$ cat config.mk
export PLATFORM = sky130hd
export DESIGN_NAME = bdy_jobq
export DESIGN_NICKNAME = d
export VERILOG_FILES = /design/src/sv/bdy_jobq.sv
export SDC_FILE = /design/constraint.sdc
export NUM_CORES = 1
export LEC_CHECK = 0
export BUFFER_PORTS_ARGS = -buffer_cell sky130_fd_sc_hd__clkbuf_2
export CAP_MARGIN = 20
export CORE_MARGIN = 10
export CORE_UTILIZATION = 48
export CTS_CLUSTER_SIZE = 24
export DETAILED_ROUTE_END_ITERATION = 10
export PLACE_DENSITY = 0.69
export SLEW_MARGIN = 5
export SYNTH_ARGS = -nofsm -noshare
export SYNTH_HDL_FRONTEND = slang
export SYNTH_SLANG_ARGS = --single-unit
$ cat constraint.sdc
create_clock -name clk -period 12.9 [get_ports clk]
set_input_delay 1.29 -clock clk [delete_from_list [all_inputs] [get_ports clk]]
set_output_delay 1.29 -clock clk [all_outputs]
set_load 0.05 [all_outputs]
$ cat src/sv/bdy_jobq.sv
`default_nettype none
// ----------------------------------------------------------------------------
// bdy_jobq
// Short request queue between the front and the back.
// ----------------------------------------------------------------------------
module bdy_jobq #(
    parameter int WIDTH = 183,
    parameter int DEPTH = 4,
    localparam int PW   = $clog2(DEPTH),
    localparam int CNTW = $clog2(DEPTH + 1)
) (
    input  wire logic             clk,
    input  wire logic             rst_n,
    input  wire logic             push,
    input  wire logic [WIDTH-1:0] wdata,
    input  wire logic             pop,
    output logic      [WIDTH-1:0] rdata,
    output logic                  empty,
    output logic                  afull
);

    logic [WIDTH-1:0] slot_reg [DEPTH];
    logic [PW-1:0]    wptr_reg, rptr_reg;
    logic [CNTW-1:0]  count_reg;

    always_ff @(posedge clk or negedge rst_n)
    begin
        if (!rst_n)
        begin
            wptr_reg  <= '0;
            rptr_reg  <= '0;
            count_reg <= '0;
        end
        else
        begin
            if (push)
            begin
                wptr_reg <= (32'(wptr_reg) == DEPTH - 1) ? '0 : wptr_reg + 1'b1;
            end
            if (pop)
            begin
                rptr_reg <= (32'(rptr_reg) == DEPTH - 1) ? '0 : rptr_reg + 1'b1;
            end
            if (push && !pop)
            begin
                count_reg <= count_reg + 1'b1;
            end
            else if (pop && !push)
            begin
                count_reg <= count_reg - 1'b1;
            end
        end
    end

    always_ff @(posedge clk)
    begin
        if (push)
        begin
            slot_reg[wptr_reg] <= wdata;
        end
    end

    assign rdata = slot_reg[rptr_reg];
    assign empty = (count_reg == '0);
    // one slot kept back for the request still in the front's second stage
    assign afull = (32'(count_reg) >= DEPTH - 1);

`ifndef SYNTH
    a_no_overflow: assert property (@(posedge clk) disable iff (!rst_n)
        push |-> (32'(count_reg) != DEPTH))
        else $error("job queue overflow");
    a_no_underflow: assert property (@(posedge clk) disable iff (!rst_n)
        pop |-> (count_reg != '0))
        else $error("job queue underflow");
`endif

endmodule
`default_nettype wire

* Word level (Yosys, flattened, before mapping)
Memory sizes are Yosys's and may differ from the RTL's.
Index checks and enable logic that the tools add are counted.
** Cells by class
- Multiplexer cells :: 6
- Equality and inequality tests :: 2
- Reduce and logical (&&, ||, !) cells :: 6
- Add/subtract/negate cells :: 4
- Order comparisons :: 1
** Operator list (number)
- $mux 3 :: 2
- $add 2x1->2 const B :: 2
- $eq 2x2->1 const B :: 2
- $mux 2 :: 2
- $add 3x1->3 const B :: 1
- $ge 3x2->1 const B :: 1
- $logic_not 3->1 :: 1
- $sub 3x1->3 const B :: 1
- $logic_and 1x1->1 :: 2
- $logic_not 1->1 :: 2
- $mux 1 :: 2
- $reduce_bool 2->1 :: 1
** Word-level totals
- Word-level logic and storage cells :: 23
- Memory bits (writable) :: 732
- Flip-flop bits (word level) :: 7
- Output and inout bits :: 185
- Input port bits :: 187
- Memories :: 1
** Memory list
- slot_reg :: depth 4, bits a word 183, rd ports 1, clocked after memory_dff 0, wr ports 1, RTL line 22 : logic [WIDTH-1:0] slot_reg [DEPTH];

* Logic depth before layout (Yosys ltp)
- Depth after elaboration :: 4
- Gate-level depth with buffers :: 7
- Mapped depth without buffers :: 7

* Worst setup path after synthesis
No wires, ideal clock.
- Path kind :: input-to-reg
- From :: in push
- To :: mem slot_reg[2][0] (enable)
- Path buffers :: 0
- Stages :: 1
- Data required time :: 12.335 ns
- Setup time :: 0.565 ns
- Slack :: 6.887 ns
- Data arrival time :: 5.449 ns
- Cells stage by stage :: and2_1
** Between the ends
- Longest elaborated chain between the ends :: 2
** Ends and longest elaborated chain
- start: declaration :: RTL line 14 : input wire logic push,
- $mux 1 :: RTL line 57 : if (push)
- $mux 1 (not written as such) :: RTL line 59 : slot_reg[wptr_reg] <= wdata;
- end: declaration :: RTL line 22
Every way passes these cells.

* Final worst setup path
- From :: reg rptr_reg[0]
- To :: out rdata[60]
** Between the ends
- Longest elaborated chain between the ends :: 1
** Ends and longest elaborated chain
- start: declaration :: RTL line 23 : logic [PW-1:0] wptr_reg, rptr_reg;
- start signal: assignment :: RTL line 42 : rptr_reg <= (32'(rptr_reg) == DEPTH - 1) ? '0 : rptr_reg + 1'b1;
- $mem_v2 4x183
- end: declaration :: RTL line 17 : output logic [WIDTH-1:0] rdata,
Every way passes these cells.

==> results.sh <==
export IMPL_outcome="finished, final reports clean"
export IMPL_tightestPinTransition_ps=1085
export IMPL_finalWorstSetupSlack_ps=8187
export IMPL_cp_end_kind="output pin"
export IMPL_post_cts_buffers=0
export IMPL_grt_start_max_net_pins=97
export IMPL_synth_distinct_cells=20
export IMPL_skew_ps=21.76
export IMPL_seq_area_frac_synth_pct=82.57
export IMPL_slew_viol_final=0
export IMPL_placedInstanceArea_um2=29430
export IMPL_die_area_um2=65760
export IMPL_synth_cells=993
export IMPL_insertion_delay_ps=610
export IMPL_routedWlPerCell_um=23.80
export IMPL_hold_buffers=0
export IMPL_clk_pin_slew_worst_paths_ps=60
export IMPL_port_buffers=371
export IMPL_wirelength_mm=52.81
export IMPL_path_cells="buf_4 -> mux4_2 -> clkbuf_2"
export IMPL_row_count=86
export IMPL_max_cap_violations=0
export IMPL_fin_util_pct=57.60
export IMPL_synth_largest_area_cell="edfxtp_1"
export IMPL_hpwl_mm=32.42
export IMPL_core_um2=55200
export IMPL_arrival_ps=3420
export IMPL_final_hold_viol_count=0
export IMPL_grt_overflow=0
export IMPL_fin_crit_ps=4713
export IMPL_syn_area_per_cell_um2=27.02
export IMPL_htree_levels=3
export IMPL_synth_nets=1187
export IMPL_largest_register_ffs=732
export IMPL_clockBufferDepth=3
export IMPL_ys_seq_elements=739
export IMPL_grt_pass1_wl_mm=80.49
export IMPL_first_global_vias=12830
export IMPL_die_y_um=256.4
export IMPL_postRouteAntennaNets=0
export IMPL_fmax_ghz=0.2122
export IMPL_path_max_fanout=47
export IMPL_cts_tree="done"
export IMPL_total_power_mw=8.354
export IMPL_hp_class="reg2reg"
export IMPL_ir_drop_mv=0.1791
export IMPL_syn2layout_area_growth_pct=18.50
export IMPL_final_area_um2=31800
export IMPL_tns_ps=0
export IMPL_syn_cell_area_um2=26830
export IMPL_cp_top_family="buffers and inverters"
export IMPL_relSlewSlack_pct=27.64
export IMPL_grt_use_total_pct=16.08
export IMPL_rsz0062_at_grt="false"
export IMPL_min_from="count_reg[2]"
export IMPL_nNetsFinal=1606
export IMPL_fin_crit_sh_pct=36.54
export IMPL_rr_startpoint="wptr_reg[0]"
export IMPL_critPathRequiredTime_ps=11610
export IMPL_root_buffer="clkbuf_16"
export IMPL_vias=12000
export IMPL_ys_top_cells_by_area="edfxtp_1 (82%), mux4_2 (15%), buf_6 (0.76%), dfrtp_1 (0.65%), buf_2 (0.34%)"
export IMPL_start_util_pct=48.61
export IMPL_worst_path_buf_inv=2
export IMPL_cts_made_buffers=74
export IMPL_crit_path_start="rptr_reg[0]"
export IMPL_crit_type="reg2out"
export IMPL_crit_slowest_cell="dfrtp_4"
export IMPL_critPathLaunchType="flip-flop"
export IMPL_antenna_found_initial=14
export IMPL_setup_violations=0
export IMPL_drtIter0Drc=836
export IMPL_leakage_nw=10.85
export IMPL_io_pins=372
export IMPL_dp_slack_ps=8637
export IMPL_die_w_um=256.4
export IMPL_place_congestion=0.7138
export IMPL_yosys_warnings=0
export IMPL_first_pass_iters=5
export IMPL_cpPeakStageDelay_ps=980
export IMPL_yosysTopAreaCellShare_pct=81.92
export IMPL_drc=0
export IMPL_layout_drive_gt1_share_pct=45.88
export IMPL_cts_sinks=739
export IMPL_power_density_nw_per_um2=262.7
export IMPL_post_cts_resized=0
export IMPL_vias_per_cell=5.407
==> placed cells by master, fill, tap and decap left out <==
| cell | netlist | layout |
|---|---|---|
| edfxtp_1 | 732 | 732 |
| clkbuf_2 | 0 | 371 |
| mux4_2 | 183 | 183 |
| clkbuf_16 | 0 | 79 |
| clkbuf_1 | 1 | 22 |
| clkinv_1 | 0 | 12 |
| buf_4 | 2 | 12 |
| clkinv_2 | 0 | 10 |
| ha_1 | 6 | 6 |
| bufinv_16 | 0 | 6 |
| dfrtp_1 | 7 | 5 |
| diode_2 | 0 | 4 |
| inv_1 | 4 | 4 |
| and2_4 | 0 | 4 |
| nor2_1 | 3 | 3 |
| mux2_2 | 3 | 3 |
| nand2_1 | 2 | 2 |
| o21ai_0 | 2 | 2 |
| xor2_1 | 2 | 2 |
| inv_6 | 0 | 2 |
| dfrtp_4 | 0 | 2 |
| nor3_1 | 1 | 1 |
| a21o_1 | 1 | 1 |
| xnor2_1 | 1 | 1 |
| fa_1 | 1 | 1 |
| buf_12 | 0 | 1 |
==> cell families after synthesis <==
group           Yosys count  synth area share [%]
mux                     186                 15.49
fa+ha+maj                 7                0.3544
simple gates             10                0.1818
flops                   739                 82.57
xor+xnor                  3               0.09794
compound gates            3               0.06529
buf+inv                  45                 1.245
==> where the power goes <==
| part | internal (mW) | total (mW) | switching (mW) |
|---|---|---|---|
| Combinational | 0.868 | 3.05 | 2.18 |
| Sequential | 3.08 | 3.24 | 0.155 |
| Clock | 1.24 | 2.07 | 0.832 |
| Total | 5.18 | 8.35 | 3.17 |
==> cell usage after synthesis <==
cell      count
edfxtp_1    732
mux4_2      183
buf_2        18
buf_6        18
dfrtp_1       7
ha_1          6
and2_1        4
inv_1         4
mux2_2        3
nor2_1        3
buf_1         2
buf_4         2
nand2_1       2
o21ai_0       2
xor2_1        2
a21o_1        1
clkbuf_1      1
fa_1          1
nor3_1        1
xnor2_1       1
==> final timing paths <==
kind                              endpoint  slack (ps)  depth (start not counted)
max in group asynchronous      rptr_reg[0]       12190                          1
setup reg to reg           slot_reg[2][64]        9890                          5
hold / removal                count_reg[2]         500                          1
hold reg to reg               count_reg[2]         500                          1
setup / recovery                 rdata[60]        8190                          3
min in group asynchronous     count_reg[0]         520                          1
==> worst register-to-register path, delay by kind of cell, from the launching register on <==
family / cells / cell delay (ps)
DFF: 1 / 410
adders and majority gates: 1 / 160
and+or+nand+nor: 1 / 440
buffers and inverters: 3 / 1580
==> layer usage <==
layer,GRT usage (%),vias up,wire length (µm)
li1,-,5187,-
met1,20.99,6252,21240
met2,24.59,431,25010
met3,6.256,104,5249
met4,5.275,24,1154
met5,0,-,159
==> cell type report <==
cell class	instances	area, µm²
inverters	4	15.01
diodes	4	10.01
well taps	748	935.9
multi-input cells	209	4353
clock buffers	101	2059
flip-flops and latches	739	22160
repair buffers	384	1967
fillers	3969	23400
clock inverters	30	292.8
==> metrics by stage <==
| stage | instances | hold WS [ps] |
|---|---|---|
| 2_1_floorplan | 993 | 465.7 |
| 6_report | 2219 | 495.9 |
| 3_5_place_dp | 2084 | 491.7 |
| 4_1_cts | 2215 | 487.8 |
| 5_1_grt | 2215 | 512.0 |
| 3_3_place_gp | 2084 | 486.3 |
No activity file was read; power rests on OpenSTA's default activity.
