## src/sv/bdy_pkg.sv

```systemverilog
`default_nettype none
// ----------------------------------------------------------------------------
// bdy_pkg
// Shared types, register codes and colour constants of the Bayer demosaic.
// ----------------------------------------------------------------------------
package bdy_pkg;

    localparam int PIX_W     = 10;
    localparam int OUT_W     = 8;
    localparam int OCOL_W    = 11;
    localparam int OROW_W    = 12;
    localparam int WP_W      = 11;
    localparam int HP_W      = 12;
    localparam int APB_DW    = 32;
    localparam int APB_AW    = 3;

    localparam logic REG_WIDTH_PAIRS  = 1'b0;
    localparam logic REG_HEIGHT_PAIRS = 1'b1;

    localparam logic [WP_W-1:0] WP_RESET = 11'd320;
    localparam logic [HP_W-1:0] HP_RESET = 12'd240;

    // BT.601 limited range, 8-bit fixed point
    localparam int Y_R    = 66;
    localparam int Y_G    = 129;
    localparam int Y_B    = 25;
    localparam int RND    = 128;
    localparam int Y_OFF  = 16;
    localparam int CB_R   = 38;
    localparam int CB_G   = 74;
    localparam int CB_B   = 112;
    localparam int CR_R   = 112;
    localparam int CR_G   = 94;
    localparam int CR_B   = 18;
    localparam int C_BIAS = 32768 + 128;

    typedef logic [PIX_W-1:0] pix_t;
    typedef logic [OUT_W-1:0] byte_t;
    // [row: ym y0 y1 yp][col: xm x0 x1 xp]
    typedef logic [3:0][3:0][PIX_W-1:0] grid_t;
    typedef logic [3:0][1:0] sel_t;

    localparam int GRID_W = 16 * PIX_W;

    typedef struct packed {
        logic [WP_W-1:0] width_pairs;
        logic [HP_W-1:0] height_pairs;
        logic            restart;
    } cfg_t;

    function automatic byte_t to8(input pix_t v);
        logic [PIX_W:0] t;
        t = {1'b0, v} + 11'd2;
        return t[PIX_W] ? 8'hFF : t[PIX_W-1:2];
    endfunction

    function automatic pix_t avg4(input pix_t a, input pix_t b, input pix_t c, input pix_t d);
        logic [PIX_W+1:0] s;
        s = 12'(a) + 12'(b) + 12'(c) + 12'(d);
        return s[PIX_W+1:2];
    endfunction

    function automatic pix_t avg2(input pix_t a, input pix_t b);
        logic [PIX_W:0] s;
        s = 11'(a) + 11'(b);
        return s[PIX_W:1];
    endfunction

endpackage
`default_nettype wire

```

## src/sv/bdy_back.sv

```systemverilog
`default_nettype none
// ----------------------------------------------------------------------------
// bdy_back
// Bilinear colour, luma and block chroma; hands out four results per block.
// ----------------------------------------------------------------------------
module bdy_back #(
    parameter int MAX_WIDTH  = 2048,
    parameter int MAX_HEIGHT = 4096,
    localparam int CW    = $clog2(MAX_WIDTH),
    localparam int RW    = $clog2(MAX_HEIGHT),
    localparam int JOB_W = bdy_pkg::GRID_W + CW + RW
) (
    input  wire logic                        clk,
    input  wire logic                        rst_n,
    input  wire logic                        job_empty,
    input  wire logic [JOB_W-1:0]            job_data,
    output logic                             job_pop,
    output logic                             empty,
    input  wire logic                        pop,
    output logic [bdy_pkg::OUT_W-1:0]        red,
    output logic [bdy_pkg::OUT_W-1:0]        green,
    output logic [bdy_pkg::OUT_W-1:0]        blue,
    output logic [bdy_pkg::OUT_W-1:0]        luma,
    output logic [bdy_pkg::OUT_W-1:0]        chroma_blue,
    output logic [bdy_pkg::OUT_W-1:0]        chroma_red,
    output logic [bdy_pkg::OCOL_W-1:0]       out_col,
    output logic [bdy_pkg::OROW_W-1:0]       out_row,
    output logic                             block_last
);

    bdy_pkg::grid_t g;
    logic [CW-1:0]  j_bx;
    logic [RW-1:0]  j_by;
    bdy_pkg::byte_t r_c [4];
    bdy_pkg::byte_t g_c [4];
    bdy_pkg::byte_t b_c [4];

    logic           b1_v_reg;
    bdy_pkg::byte_t b1_r_reg [4];
    bdy_pkg::byte_t b1_g_reg [4];
    bdy_pkg::byte_t b1_b_reg [4];
    logic [CW-1:0]  b1_bx_reg;
    logic [RW-1:0]  b1_by_reg;

    bdy_pkg::byte_t ra, ga, ba;
    logic [16:0]    cb_sum, cr_sum;
    logic [16:0]    y_sum [4];

    logic           blk_v_reg;
    logic [1:0]     idx_reg;
    bdy_pkg::byte_t blk_r_reg [4];
    bdy_pkg::byte_t blk_g_reg [4];
    bdy_pkg::byte_t blk_b_reg [4];
    bdy_pkg::byte_t blk_y_reg [4];
    bdy_pkg::byte_t blk_cb_reg, blk_cr_reg;
    logic [CW-1:0]  blk_bx_reg;
    logic [RW-1:0]  blk_by_reg;

    logic           pop_last, blk_load, b1_load;

    assign g    = job_data[bdy_pkg::GRID_W-1:0];
    assign j_bx = job_data[bdy_pkg::GRID_W +: CW];
    assign j_by = job_data[bdy_pkg::GRID_W + CW +: RW];

    // rows ym y0 y1 yp, columns xm x0 x1 xp
    always_comb
    begin
        r_c[0] = bdy_pkg::to8(g[1][1]);
        g_c[0] = bdy_pkg::to8(bdy_pkg::avg4(g[1][0], g[1][2], g[0][1], g[2][1]));
        b_c[0] = bdy_pkg::to8(bdy_pkg::avg4(g[0][0], g[0][2], g[2][0], g[2][2]));
        g_c[1] = bdy_pkg::to8(g[1][2]);
        r_c[1] = bdy_pkg::to8(bdy_pkg::avg2(g[1][1], g[1][3]));
        b_c[1] = bdy_pkg::to8(bdy_pkg::avg2(g[0][2], g[2][2]));
        g_c[2] = bdy_pkg::to8(g[2][1]);
        r_c[2] = bdy_pkg::to8(bdy_pkg::avg2(g[1][1], g[3][1]));
        b_c[2] = bdy_pkg::to8(bdy_pkg::avg2(g[2][0], g[2][2]));
        b_c[3] = bdy_pkg::to8(g[2][2]);
        g_c[3] = bdy_pkg::to8(bdy_pkg::avg4(g[2][1], g[2][3], g[1][2], g[3][2]));
        r_c[3] = bdy_pkg::to8(bdy_pkg::avg4(g[1][1], g[1][3], g[3][1], g[3][3]));
    end

    // block averages and weighted sums; the bias keeps chroma sums positive
    always_comb
    begin
        ra = 8'(bdy_pkg::avg4(10'(b1_r_reg[0]), 10'(b1_r_reg[1]),
                              10'(b1_r_reg[2]), 10'(b1_r_reg[3])));
        ga = 8'(bdy_pkg::avg4(10'(b1_g_reg[0]), 10'(b1_g_reg[1]),
                              10'(b1_g_reg[2]), 10'(b1_g_reg[3])));
        ba = 8'(bdy_pkg::avg4(10'(b1_b_reg[0]), 10'(b1_b_reg[1]),
                              10'(b1_b_reg[2]), 10'(b1_b_reg[3])));
        cb_sum = 17'(bdy_pkg::CB_B) * 17'(ba) + 17'(bdy_pkg::C_BIAS)
               - 17'(bdy_pkg::CB_R) * 17'(ra) - 17'(bdy_pkg::CB_G) * 17'(ga);
        cr_sum = 17'(bdy_pkg::CR_R) * 17'(ra) + 17'(bdy_pkg::C_BIAS)
               - 17'(bdy_pkg::CR_G) * 17'(ga) - 17'(bdy_pkg::CR_B) * 17'(ba);
        for (int k = 0; k < 4; k++)
        begin
            y_sum[k] = 17'(bdy_pkg::Y_R) * 17'(b1_r_reg[k])
                     + 17'(bdy_pkg::Y_G) * 17'(b1_g_reg[k])
                     + 17'(bdy_pkg::Y_B) * 17'(b1_b_reg[k])
                     + 17'(bdy_pkg::RND);
        end
    end

    assign pop_last = pop && blk_v_reg && (idx_reg == 2'd3);
    assign blk_load = b1_v_reg && (!blk_v_reg || pop_last);
    assign b1_load  = !job_empty && (!b1_v_reg || blk_load);
    assign job_pop  = b1_load;

    always_ff @(posedge clk or negedge rst_n)
    begin
        if (!rst_n)
        begin
            b1_v_reg  <= 1'b0;
            blk_v_reg <= 1'b0;
            idx_reg   <= 2'd0;
        end
        else
        begin
            if (b1_load)
                b1_v_reg <= 1'b1;
            else if (blk_load)
                b1_v_reg <= 1'b0;
            if (blk_load)
            begin
                blk_v_reg <= 1'b1;
                idx_reg   <= 2'd0;
            end
            else if (pop && blk_v_reg)
            begin
                idx_reg <= idx_reg + 1'b1;
                if (idx_reg == 2'd3)
                    blk_v_reg <= 1'b0;
            end
        end
    end

    always_ff @(posedge clk)
    begin
        if (b1_load)
        begin
            b1_r_reg  <= r_c;
            b1_g_reg  <= g_c;
            b1_b_reg  <= b_c;
            b1_bx_reg <= j_bx;
            b1_by_reg <= j_by;
        end
        if (blk_load)
        begin
            blk_r_reg  <= b1_r_reg;
            blk_g_reg  <= b1_g_reg;
            blk_b_reg  <= b1_b_reg;
            for (int k = 0; k < 4; k++)
            begin
                blk_y_reg[k] <= y_sum[k][15:8] + 8'(bdy_pkg::Y_OFF);
            end
            blk_cb_reg <= cb_sum[15:8];
            blk_cr_reg <= cr_sum[15:8];
            blk_bx_reg <= b1_bx_reg;
            blk_by_reg <= b1_by_reg;
        end
    end

    // block origin is always even, so the pixel offset just fills bit 0
    assign empty       = !blk_v_reg;
    assign red         = blk_r_reg[idx_reg];
    assign green       = blk_g_reg[idx_reg];
    assign blue        = blk_b_reg[idx_reg];
    assign luma        = blk_y_reg[idx_reg];
    assign chroma_blue = blk_cb_reg;
    assign chroma_red  = blk_cr_reg;
    assign out_col     = 11'(blk_bx_reg) | 11'(idx_reg[0]);
    assign out_row     = 12'(blk_by_reg) | 12'(idx_reg[1]);
    assign block_last  = (idx_reg == 2'd3);

`ifndef SYNTH
    a_blk_kept: assert property (@(posedge clk) disable iff (!rst_n)
        (blk_v_reg && !pop_last) |=> blk_v_reg)
        else $error("block dropped before its last result was taken");
    a_blk_start: assert property (@(posedge clk) disable iff (!rst_n)
        blk_load |=> (idx_reg == 2'd0) && blk_v_reg)
        else $error("new block does not start at its top-left result");
`endif

endmodule
`default_nettype wire

```

## config.mk

```make
export PLATFORM = sky130hd
export DESIGN_NAME = bdy_back
export DESIGN_NICKNAME = d
export VERILOG_FILES = /design/src/sv/bdy_pkg.sv /design/src/sv/bdy_back.sv
export SDC_FILE = /design/constraint.sdc
export NUM_CORES = 1
export LEC_CHECK = 0
export BUFFER_PORTS_ARGS = -buffer_cell sky130_fd_sc_hd__clkbuf_2
export CORE_MARGIN = 2
export CORE_UTILIZATION = 50
export CTS_CLUSTER_SIZE = 20
export DETAILED_ROUTE_END_ITERATION = 6
export PLACE_DENSITY = 0.69
export SYNTH_ARGS = -nofsm -noshare
export SYNTH_HDL_FRONTEND = slang
export SYNTH_SLANG_ARGS = --single-unit
```

## constraint.sdc

```tcl
create_clock -name clk -period 11.7 [get_ports clk]
set_input_delay 1.17 -clock clk [delete_from_list [all_inputs] [get_ports clk]]
set_output_delay 1.17 -clock clk [all_outputs]
set_load 0.02 [all_outputs]
```

# Word-level counts from Yosys, hierarchy flattened
# Memory sizes are Yosys's and may differ from the RTL's.
# Index checks and enable logic that the tools add are counted.
# op_classes
add_sub_neg,60
eq_ne,1
n_mul,18
n_reduce_logical,13
bitwise,3
magnitude_cmp,1
mux,18
# op_table
operator,count
$add A10 B2 Y11 const B,12
$add A10 B10 Y11,8
$mul A6 B8 Y14 const A,6
$mul A5 B8 Y13 const A,5
$add A15 B16 Y16,4
$add A16 B13 Y16,4
$add A16 B8 Y16 const B,4
$mul A8 B8 Y16 const A,4
$add A11 B10 Y12,4
$add A12 B10 Y12,4
$bmux W8 S2,3
$mux W8,6
$add A15 B16 Y16 const B,2
$add A8 B5 Y8 const B,4
$sub A16 B15 Y16,2
$add A10 B8 Y10,3
$add A9 B8 Y10,3
$add A8 B8 Y9,3
$mul A3 B8 Y11 const A,2
$sub A16 B13 Y16,1
$sub A16 B14 Y16,1
$mul A4 B8 Y12 const A,1
$or A12 B1 Y12,1
$or A11 B1 Y11,1
other kinds (11),26
# totals
reg_bits,258
output_inout_bits,74
mem_count,1
mem_bits_rw,32
# memory_table
name,words,width,read_ports,rd_ports_with_merged_regs,write_ports,line,rtl
blk_y_reg,4,8,1,0,4,bdy_back.sv:54,bdy_pkg::byte_t blk_y_reg [4];

# Longest topological paths before layout
# depth
word_depth,7
depth_mapped,37

# Worst setup path before layout
# No wires, ideal clock.
# synth_timing
path_kind,in2reg
startpoint,in pop
endpoint,reg blk_b_reg[0] (netlist name) (enable)
setup_ps,714
slack_ps,2380
n_path_buf,0
required_time_ps,10986
t_arrival_ps,8606
path_stages,2
cell_sequence,a21oi_1 nor2b_1
# synth_via
elab_chain_len,4
# synth_rtl
element,line,rtl
start: declaration,bdy_back.sv:19,"input wire logic pop,"
$logic_and A1 B1 Y1 (2 in a row),bdy_back.sv:104,assign pop_last = pop && blk_v_reg && (idx_reg == 2'd3);
$logic_or A1 B1 Y1,bdy_back.sv:105,assign blk_load = b1_v_reg && (!blk_v_reg || pop_last);
$logic_and A1 B1 Y1,bdy_back.sv:105,
via blk_load,bdy_back.sv:59,"logic pop_last, blk_load, b1_load;"
end signal: assignment,bdy_back.sv:151,blk_b_reg <= b1_b_reg;
end: declaration,bdy_back.sv:53,bdy_pkg::byte_t blk_b_reg [4];
# The timed path passes the listed nets, and every way through them passes these cells.
# A chain may end at the register's enable or synchronous reset.

# Worst setup path in the final report
# layout_timing
startpoint,reg b1_g_reg[17] (netlist name)
endpoint,"reg blk_cr_reg[7], in the netlist chroma_red[7] (data pin)"
# layout_via
elab_chain_len,6
# layout_rtl
element,line,rtl
start: declaration,bdy_back.sv:40,bdy_pkg::byte_t b1_g_reg [4];
start signal: assignment,bdy_back.sv:142,b1_g_reg <= g_c;
$add A8 B8 Y9,bdy_pkg.sv:59,s = 12'(a) + 12'(b) + 12'(c) + 12'(d);
$add A9 B8 Y10,bdy_pkg.sv:59,
$add A10 B8 Y10,bdy_pkg.sv:59,
$mul A6 B8 Y14,bdy_back.sv:94,- 17'(bdy_pkg::CR_G) * 17'(ga) - 17'(bdy_pkg::CR_B) * 17'(ba);
$sub A16 B15 Y16,bdy_back.sv:94,
$sub A16 B13 Y16,bdy_back.sv:94,
via cr_sum[15],bdy_back.sv:46,"logic [16:0] cb_sum, cr_sum;"
end signal: assignment,bdy_back.sv:157,blk_cr_reg <= cr_sum[15:8];
end: declaration,bdy_back.sv:55,"bdy_pkg::byte_t blk_cb_reg, blk_cr_reg;"
# The timed path passes the listed nets, and every way through them passes these cells.

==> flow_summary_export.csv <==
group,metric,value,unit
synthesis,synth_edf_count,286,
hold_path,min_from,"b1_by_reg[11]",
critical_path,end_kind,"flip-flop",
routing,via_count,20960,
placement,portBuffers,240,
synthesis,synthFlopType,"edfxtp_1",
critical_path,crit_path_max_fanout,5,
clock_tree,cts-resized-gates,0,
status,status,"completed",
die,ioPinCount,261,
sta,rsz0062_at_grt,"false",
synthesis,syn-cell-area,31190,µm²
routing,vias_per_cell,5.431,
global_routing,first_global_vias,21820,
clock_tree,cts_tree,"done",
global_routing,grt-ovfl-total,0,
critical_path,worst-r2r-cell-count,35,
critical_path,cpMaxStageDelayCell,"edfxtp_1",
cells_and_area,final_nets,4008,
synthesis,syn_nets,3750,
die,die-area,64390,µm²
synthesis,yosys_register_bits,290,
synthesis,syn_avg_cell_area,11.39,µm²
global_routing,grt_util_all_layers,0.2386,
sta,worstMarginPinSlew,1.165,ns
critical_path,r2r_start,"b1_g_reg[17]",
synthesis,synth_most_common_cell,"ha_1",
synthesis,synth_top_cells_by_count,"ha_1 (537), inv_1 (427), fa_1 (288)",
placement,place_area,33360,µm²
placement,dp_cells,3797,
clock_tree,htree_levels,2,
die,coreArea,61710,µm²
cells_and_area,post-route-cell-area,34400,µm²
synthesis,synthArstFlopShare,0.01379,
die,fp.dieW,253.8,µm
sta,hold_slack,0.4177,ns
die,start_util,0.5054,
sta,post-route-period-util,0.7855,
routing,drt-initial-drc-count,1229,
clock_tree,cts_sinks,290,
synthesis,synthTopCellsByArea,"edfxtp_1 (28%), ha_1 (22%), fa_1 (18%)",
synthesis,yosysSeqAreaShare,0.2786,
hold_path,hold_path_end,"blk_by_reg[11]",
hold_path,hold_path.class,"flip-flop to flip-flop",
sta,drv_slew,0,
global_routing,grt_pass1_wl,117100,µm
synthesis,post_synth_num_cell_types,90,
sta,fin_tns_setup,0,ns
hold_path,whs_path_depth,0,
run,cap_violations,0,
cells_and_area,syn2layout_area_growth,10.31,%
critical_path,critPathMostFrequentCell,"fa_1",
clock_tree,cts_hold_buf,0,
sta,skew,0.02309,ns
critical_path,r2r-end,"chroma_red[7]",
clock_tree,clock_latency,0.55,ns
sta,finalHoldViolCount,0,
sta,post-route-min-period,9.190,ns
routing,first_pass_iters,5,
sta,fmax,108.8,MHz
routing,wl_per_cell,19.38,µm
critical_path,crit_type,"flip-flop to flip-flop",
routing,wirelength,74770,µm
clock_tree,clkTransAtPathRegs,0.06,ns
die,rows,91,
cells_and_area,drive_gt1_frac,0.1294,
critical_path,ff2ff_setup_slack,2.51,ns
synthesis,syn-instance-count,2738,
clock_tree,post_cts_buffers,0,
synthesis,yosysTopAreaCell,"edfxtp_1",
cells_and_area,stdcell_count,3859,
clock_tree,cts_root_buf,"clkbuf_16",
placement,dp_hpwl,63440,µm
critical_path,cpPeakStageDelay,0.59,ns
critical_path,cp_data_required_time,11.99,ns
critical_path,worstSetupStartpointType,"flip-flop",
sta,setup-violations-final,0,
clock_tree,cts_made_buffers,34,
routing,drc_errors,0,
synthesis,ys_warn_count,0,
sta,relSlewSlack,0.2180,
routing,final_antenna_net_count,0,
clock_tree,cts.path.max_buffers,3,
synthesis,netlist.area_leader.share,0.2754,
placement,gp_congestion,0.9054,
global_routing,antenna_found_initial,0,
critical_path,cp.arrival,9.48,ns
global_routing,grt_max_degree,77,
die,die_h,253.8,µm
-- stage by stage --
step,utilization,setup WS (ns)
2_1_floorplan,-,2.380
3_3_place_gp,0.5406,2.555
3_5_place_dp,0.5406,2.459
4_1_cts,0.5575,2.423
5_1_grt,0.5575,1.898
6_report,0.5575,2.510
-- final cells by class --
class | instances | area, µm²
Inverter | 427 | 1603
Tap cell | 837 | 1047
Antenna cell | 1 | 2.502
Fill cell | 5294 | 27310
Clock buffer | 42 | 902.1
Timing Repair Buffer | 254 | 1306
Clock inverter | 19 | 136.4
Multi-Input combinational cell | 1989 | 20720
Sequential cell | 290 | 8690
-- layout by cell type (no fill, tap or decap), drive strengths merged, types with 33 or more instances in the layout --
master / netlist / routed
nand3: 41 / 41
a21oi: 112 / 112
nor3: 43 / 43
nor2: 115 / 115
xor2: 92 / 92
o21ai: 58 / 58
nand2: 108 / 108
ha: 537 / 537
xnor2: 159 / 159
inv: 427 / 429
clkbuf: 9 / 282
fa: 288 / 288
nor2b: 33 / 33
edfxtp: 286 / 286
-- critical path, delay by kind of cell (launching register included) --
kind	cells	cell delay, ns
adders and majority gates	10	4.41
AOI/OAI and AO/OA	13	2.82
DFF	1	0.59
buffers and inverters	6	0.55
and+or+nand+nor	4	0.29
xor gates and xnor gates	2	0.25
-- worst max-delay path by stage --
stage | cells after the start | to | slack [ns] | startpoint
2_1_floorplan | 2 | blk_b_reg[0] | 2.38 | pop
3_3_place_gp | 35 | chroma_red[7] | 2.55 | b1_g_reg[17]
3_5_place_dp | 35 | chroma_red[7] | 2.46 | b1_g_reg[1]
4_1_cts | 35 | chroma_red[7] | 2.42 | b1_g_reg[17]
5_1_grt | 35 | chroma_red[7] | 1.90 | b1_g_reg[1]
6_report | 35 | chroma_red[7] | 2.51 | b1_g_reg[17]
-- layer usage --
metal,vias up,wire [µm],global-route usage
met5,-,0,0
met4,0,3008,0.09076
li1,10060,-,-
met3,114,3029,0.02714
met2,418,36750,0.4128
met1,10370,31980,0.3076
-- kinds of logic (layout without fill, tap and decap cells) --
logic type / Yosys count / in the layout / synth area share
and+or+nand+nor: 492 / 492 / 0.08224
other: 0 / 1 / 0
AOI/OAI and AO/OA: 378 / 378 / 0.08308
xor gates and xnor gates: 251 / 251 / 0.07121
muxes: 39 / 39 / 0.02547
buffers and inverters: 459 / 742 / 0.05777
adders and majority gates: 829 / 829 / 0.4017
DFF: 290 / 290 / 0.2786
Power is left out: the tool's default activity adds up to more than one toggle a clock period on the data nets, which glitch-free logic cannot reach.
